--- src/rtl/mrdo_pkg.sv ---
// mrdo_pkg: shared types, codes and sizes of the message ring
// no dependencies
`timescale 1ns / 1ps
`default_nettype none
package mrdo_pkg;

   localparam int RING_BYTES = 4096;
   localparam int HDR_BYTES  = 8;
   localparam int ADDR_W     = $clog2(RING_BYTES);
   localparam int MAX_LEN    = RING_BYTES - HDR_BYTES;

   localparam logic [1:0] FN_BEGIN = 2'd0;
   localparam logic [1:0] FN_BYTE  = 2'd1;
   localparam logic [1:0] FN_PEEK  = 2'd2;
   localparam logic [1:0] FN_READ  = 2'd3;

   localparam logic [2:0] ST_OK        = 3'd0;
   localparam logic [2:0] ST_TOO_LARGE = 3'd1;
   localparam logic [2:0] ST_CORRUPT   = 3'd2;
   localparam logic [2:0] ST_NONE      = 3'd3;
   localparam logic [2:0] ST_SEQ       = 3'd4;

   typedef struct packed {
      logic [1:0]  func;
      logic [12:0] body_len;
      logic [7:0]  data_byte;
      logic [63:0] now_time;
   } req_type;

   typedef struct packed {
      logic [2:0]  status;
      logic [9:0]  dropped_count;
      logic [11:0] message_length;
      logic [7:0]  data_out;
      logic        last_of_message;
      logic [9:0]  message_count;
      logic [63:0] read_position;
      logic [63:0] write_position;
      logic [63:0] last_insert_time;
      logic [63:0] last_consume_time;
   } rsp_type;

   typedef enum logic [3:0] {
      OP_NONE,
      OP_LOAD,
      OP_DROP,
      OP_HDR_STEP,
      OP_WALK_ADV,
      OP_HDR_WR,
      OP_BYTE_WR,
      OP_PEEK,
      OP_CONSUME,
      OP_DATA_RD,
      OP_DATA_GET,
      OP_RESP
   } op_type;

   typedef struct packed {
      op_type     op;
      logic [2:0] status;
   } cmd_type;

   typedef struct packed {
      logic [1:0] func;
      logic       too_large;
      logic       need_drop;
      logic       active;
      logic       drop_done;
      logic       left_lt_hdr;
      logic       hdr_bad;
      logic       left_lt_msg;
      logic       read_done;
      logic       hdr_last;
      logic       wr_last;
      logic       out_free;
   } stat_type;

endpackage
`default_nettype wire

--- src/rtl/mrdo_ctrl.sv ---
// mrdo_ctrl: sequencer for insert, drop walk, peek and read
// depends on mrdo_pkg
`timescale 1ns / 1ps
`default_nettype none
module mrdo_ctrl (
   input  wire logic              clock,
   input  wire logic              reset,
   input  wire logic              req_valid,
   output logic                   req_stall,
   input  wire mrdo_pkg::stat_type stat,
   output mrdo_pkg::cmd_type      cmd
);

   typedef enum logic [8:0] {
      S_IDLE   = 9'b000000001,
      S_DECODE = 9'b000000010,
      S_WALK   = 9'b000000100,
      S_HREAD  = 9'b000001000,
      S_HEVAL  = 9'b000010000,
      S_HWRITE = 9'b000100000,
      S_DWAIT  = 9'b001000000,
      S_RESP   = 9'b010000000,
      S_SPARE  = 9'b100000000
   } state_type;

   state_type  state_ff, state_in;
   logic [2:0] st_ff, st_in;

   always_comb begin
      state_in   = state_ff;
      st_in      = st_ff;
      cmd.op     = mrdo_pkg::OP_NONE;
      cmd.status = st_ff;
      unique case (state_ff)
         S_IDLE: begin
            if (req_valid) begin
               cmd.op   = mrdo_pkg::OP_LOAD;
               state_in = S_DECODE;
            end
         end
         S_DECODE: begin
            st_in    = mrdo_pkg::ST_OK;
            state_in = S_RESP;
            if (stat.func == mrdo_pkg::FN_BEGIN) begin
               if (stat.too_large) begin
                  st_in = mrdo_pkg::ST_TOO_LARGE;
               end else if (stat.need_drop) begin
                  state_in = S_WALK;
               end else begin
                  state_in = S_HWRITE;
               end
            end else if (stat.func == mrdo_pkg::FN_BYTE) begin
               if (stat.active) begin
                  cmd.op = mrdo_pkg::OP_BYTE_WR;
               end else begin
                  st_in = mrdo_pkg::ST_SEQ;
               end
            end else if (stat.left_lt_hdr) begin
               st_in = mrdo_pkg::ST_NONE;
            end else begin
               state_in = S_HREAD;
            end
         end
         S_WALK: begin
            if (stat.drop_done) begin
               cmd.op   = mrdo_pkg::OP_DROP;
               state_in = S_HWRITE;
            end else if (stat.left_lt_hdr) begin
               st_in    = mrdo_pkg::ST_CORRUPT;
               state_in = S_RESP;
            end else begin
               state_in = S_HREAD;
            end
         end
         S_HREAD: begin
            cmd.op = mrdo_pkg::OP_HDR_STEP;
            if (stat.hdr_last) begin
               state_in = S_HEVAL;
            end
         end
         S_HEVAL: begin
            state_in = S_RESP;
            if (stat.hdr_bad) begin
               st_in = mrdo_pkg::ST_CORRUPT;
            end else if (stat.func == mrdo_pkg::FN_BEGIN) begin
               if (stat.left_lt_msg) begin
                  st_in = mrdo_pkg::ST_CORRUPT;
               end else begin
                  cmd.op   = mrdo_pkg::OP_WALK_ADV;
                  state_in = S_WALK;
               end
            end else if (stat.left_lt_msg) begin
               st_in = mrdo_pkg::ST_NONE;
            end else if (stat.func == mrdo_pkg::FN_PEEK) begin
               cmd.op = mrdo_pkg::OP_PEEK;
            end else if (stat.read_done) begin
               cmd.op = mrdo_pkg::OP_CONSUME;
            end else begin
               cmd.op   = mrdo_pkg::OP_DATA_RD;
               state_in = S_DWAIT;
            end
         end
         S_DWAIT: begin
            cmd.op   = mrdo_pkg::OP_DATA_GET;
            state_in = S_RESP;
         end
         S_HWRITE: begin
            cmd.op = mrdo_pkg::OP_HDR_WR;
            st_in  = mrdo_pkg::ST_OK;
            if (stat.wr_last) begin
               state_in = S_RESP;
            end
         end
         S_RESP: begin
            if (stat.out_free) begin
               cmd.op   = mrdo_pkg::OP_RESP;
               state_in = S_IDLE;
            end
         end
         default: begin
            state_in = S_IDLE;
         end
      endcase
   end

   always_ff @(posedge clock) begin
      if (reset) begin
         state_ff <= S_IDLE;
         st_ff    <= mrdo_pkg::ST_OK;
      end else begin
         state_ff <= state_in;
         st_ff    <= st_in;
      end
   end

   assign req_stall = (state_ff != S_IDLE);

endmodule
`default_nettype wire

--- config.mk ---
export PLATFORM = sky130hd
export DESIGN_NAME = mrdo_ctrl
export DESIGN_NICKNAME = d
export VERILOG_FILES = /design/src/rtl/mrdo_pkg.sv /design/src/rtl/mrdo_ctrl.sv
export SDC_FILE = /design/constraint.sdc
export NUM_CORES = 1
export LEC_CHECK = 0
export ABC_CLOCK_PERIOD_IN_PS = 3350
export BUFFER_PORTS_ARGS = -buffer_cell sky130_fd_sc_hd__buf_2
export CORE_MARGIN = 4
export CORE_UTILIZATION = 30
export DETAILED_ROUTE_END_ITERATION = 12
export MAX_ROUTING_LAYER = met4
export REMOVE_ABC_BUFFERS = 1
export SYNTH_ARGS = -nofsm -noshare
export SYNTH_HDL_FRONTEND = slang
export SYNTH_SLANG_ARGS = --single-unit
export TNS_END_PERCENT = 10
--- constraint.sdc ---
create_clock -name clock -period 3.35 [get_ports clock]
set_input_delay 0.67 -clock clock [delete_from_list [all_inputs] [get_ports clock]]
set_output_delay 0.67 -clock clock [all_outputs]
set_load 0.005 [all_outputs]
======== Yosys cells after proc, flatten, opt, wreduce, memory -nomap -nowiden ========
Index checks and enable logic that the tools add are counted.
word-level totals
  register bits ........................... 12
  latch bits .............................. 0
  memory bits (writable) .................. 0
  memory bits (read-only) ................. 0
  memories ................................ 0
operators by class
  $add $sub $neg .......................... 0
  multipliers ............................. 0
  divide/modulo/power cells ............... 0
  magnitude comparators ................... 0
  equality and inequality tests ........... 18
  shift-type cells ........................ 0
  mux-type cells .......................... 42
  bitwise operators ....................... 0
  reduce and logical (&&, ||, !) cells .... 4
operator list
  cell                  count
  $mux W9               8
  $pmux W9 S8           1
  $mux W8               7
  $mux W3               13
  $pmux W4 S8           1
  $mux W4               5
  $ne A2 B2 Y1 const B  6
  $pmux W3 S4           1
  $eq A9 B1 Y1 const B  1
  $eq A9 B2 Y1 const B  1
  $eq A9 B3 Y1 const B  1
  $eq A9 B4 Y1 const B  1
  $eq A9 B5 Y1 const B  1
  $eq A9 B6 Y1 const B  1
  $eq A9 B7 Y1 const B  1
  $eq A9 B8 Y1 const B  1
  $ne A9 B1 Y1 const B  1
  $reduce_and A4 Y1     2
  $mux W6               1
  $mux W2               2
  $reduce_bool A4 Y1    1
  $mux W1               3
  $ne A3 B3 Y1 const B  1
  $eq A2 B1 Y1 const B  1
  2 further kinds       2

======== Depth between registers and ports, before layout ========
  depth in word-level cells ............... 6
  gate-level depth with buffers ........... 6
  gate-level depth less buffers ........... 5

======== Worst setup path before layout ========
OpenSTA, ideal clock, no wires.
  path kind ............................... input port to output port
  from .................................... input stat[4] (netlist bit)
  to ...................................... output cmd[4] (netlist bit)
  data arrival time ....................... 1515 ps
  data required time ...................... 2680 ps
  slack ................................... 1165 ps
  stages on the path ...................... 3
  buffers on the path ..................... 0
  cells stage by stage .................... nor4b_1 -> nand3_1 -> o311ai_0
RTL lines
  item             RTL line         text
  start, declared  mrdo_ctrl.sv:10  input wire mrdo_pkg::stat_type stat,
  end, declared    mrdo_ctrl.sv:11  output mrdo_pkg::cmd_type cmd

==> qor.yml <==
clock_tree:
  numCtsBuffers: 3
  cts_buffer_depth: 2
  cts_tree: "built"
  cts_sinks: 11
  post-cts-setup-buffers: 0
  post_cts_resized: 0
  cts_hold_buf: 0
  insertion_delay_ps: 280
  clkTransAtPathRegs_ps: 80
  root_buffer: "clkbuf_4"
  htree_num_levels: 1
synthesis:
  ys.flop_type: "dfxtp_1"
  async_flop_share: 0
  synth_top_area_share: 0.248
  yosys-top-cells-area: "dfxtp_1, nor4b_2, nand2_1"
  yosys.area.top_type: "dfxtp_1"
  yosysUniqueCellTypes: 45
  synth-edff-count: 0
  ys_seq_elements: 11
  postSynthCellCount: 111
  ys_seq_area_frac: 0.248
  syn_area_um2: 890
  syn_avg_cell_area_um2: 8.01
  yosysWarningCount: 0
hold_path:
  min_path_cells: 2
  hold_class: "reg2reg"
  hp-start: "st_ff[2]"
die:
  start_util: 0.317
  core_area_um2: 2810
  rows: 19
  dieArea_um2: 3900
  dieWidth_um: 62.5
  dieHeight_um: 62.5
  io_pins: 24
sta:
  slew_viol_final: 0
  maxSlewHeadroom: 0.559
  final.setup_skew_ps: 6.48
  fin_ws_ps: 523
  hold_slack_ps: 484
  fmax_mhz: 354
  setup_viol: 0
  final-hold-violation-count: 0
  rsz0062_at_grt: "no"
  period_share: 0.844
  finalCriticalPeriod_ps: 2830
  tightest_slew_ps: 657
  tns_ps: 0
cells_and_area:
  layout_commonest_cell: "buf_2"
  area_growth_pct: 18.4
  mostFrequentLayoutCells: "buf_2, nand2_1, nor2_1, dfxtp_1, nand3_1"
  num-fill-cells: 308
  area.sequential_um2: 220
  multi_input_area_um2: 631
  final_area_um2: 1050
  layout-drive-gt1-share: 0.274
  n_antenna_cell: 0
  fin_cells: 166
  nets: 152
  postLayoutCoreUtil: 0.376
worst_setup_path:
  end_kind: "output pin"
  critical_path_class: "reg2out"
  critPathMaxFanout: 12
  critPathLaunchType: "register"
  r2r-start: "state_ff[1]"
  r2r_cells: 5
  required_ps: 2680
  worstSetupStartpoint: "state_ff[1]"
  cp.arrival_ps: 2160
drt:
  postRouteAntennaNets: 0
  vias_per_cell: 5.75
  drtPass1Iterations: 4
  vias: 954
  wl_per_cell_um: 15.3
  drt-total-wl_mm: 2.54
  drt_iter0_drc: 81
  drc: 0
placement:
  pre_cts_ws_ps: 804
  portBuffers: 23
  postPlaceCellArea_um2: 1030
  dp_cells: 162
  dp_hpwl_mm: 2.05
  gp_congestion: 0.867
grt:
  grt_pass1_wl_mm: 4.20
  first_global_vias: 925
  gr-total-overflow: 0
  grt_max_degree: 13
  antenna_found_initial: 0
  grt_usage: 0.137
run_status:
  status: "complete, no violations"
flow_run:
  max_cap_viol_count: 0
power:
  p_leak_nw: 0.407
  ir_drop_v: 0.000147
  power.density_nw_per_um2: 356
  finalPower_uw: 375
## worst max-delay path: stages, from the launching register on
cell and delay (ps):
dfxtp_1 420, nor4_4 650, nand3_1 270, o311ai_0 350, buf_2 180
## registers in the layout, indices dropped and copies added (netlist names)
signal	count
state_ff	8
st_ff	3
## cells in the mapped netlist, types with 2 or more instances
| cell type | instances |
|---|---|
| nor3b_1 | 2 |
| o211ai_1 | 2 |
| inv_1 | 4 |
| nand2_1 | 11 |
| o21ai_0 | 3 |
| nor2_1 | 11 |
| and3_1 | 3 |
| dfxtp_1 | 11 |
| nand3_1 | 7 |
| a21oi_1 | 6 |
| xor2_1 | 2 |
| nor3_1 | 3 |
| nor4b_2 | 3 |
| nand4b_1 | 3 |
| nor2b_1 | 3 |
| nand4_1 | 3 |
| nand2b_1 | 3 |
| nand3b_1 | 2 |
| a31oi_1 | 3 |
## final timing paths
path / to / slack [ps]
setup / recovery: cmd[4] / 520
hold / removal: st_ff[2] / 480
setup reg to reg: state_ff[0] / 1250
hold reg to reg: st_ff[2] / 480
## final cells by class
cell class / count / share of cell area
Inverter: 4 / 0.0143
Tap cell: 31 / 0.0368
Timing Repair Buffer: 24 / 0.116
Multi-Input combinational cell: 92 / 0.599
Sequential cell: 11 / 0.209
Clock buffer: 4 / 0.0249
## cell families after synthesis
kind of cell | Yosys count | synth area share
and+or+nand+nor | 63 | 0.446
AOI/OAI and AO/OA | 26 | 0.232
DFF | 11 | 0.248
buffers and inverters | 8 | 0.0436
xor gates and xnor gates | 2 | 0.0197
muxes | 1 | 0.0113
## power by group
group          switching, mW  internal [mW]
combinational         0.0656         0.0579
sequential            0.0170          0.139
clock                 0.0488         0.0462
## per-layer routing
metal / share of wire / global-route usage / wire, µm / vias up
li1: - / - / - / 471
met1: 0.45 / 0.176 / 1140 / 435
met2: 0.46 / 0.197 / 1160 / 43
met3: 0.088 / 0.0504 / 224 / 5
met4: 0.0075 / 0.0441 / 19 / 0
met5: 0 / - / 0 / -
(Power assumes the default switching activity.)
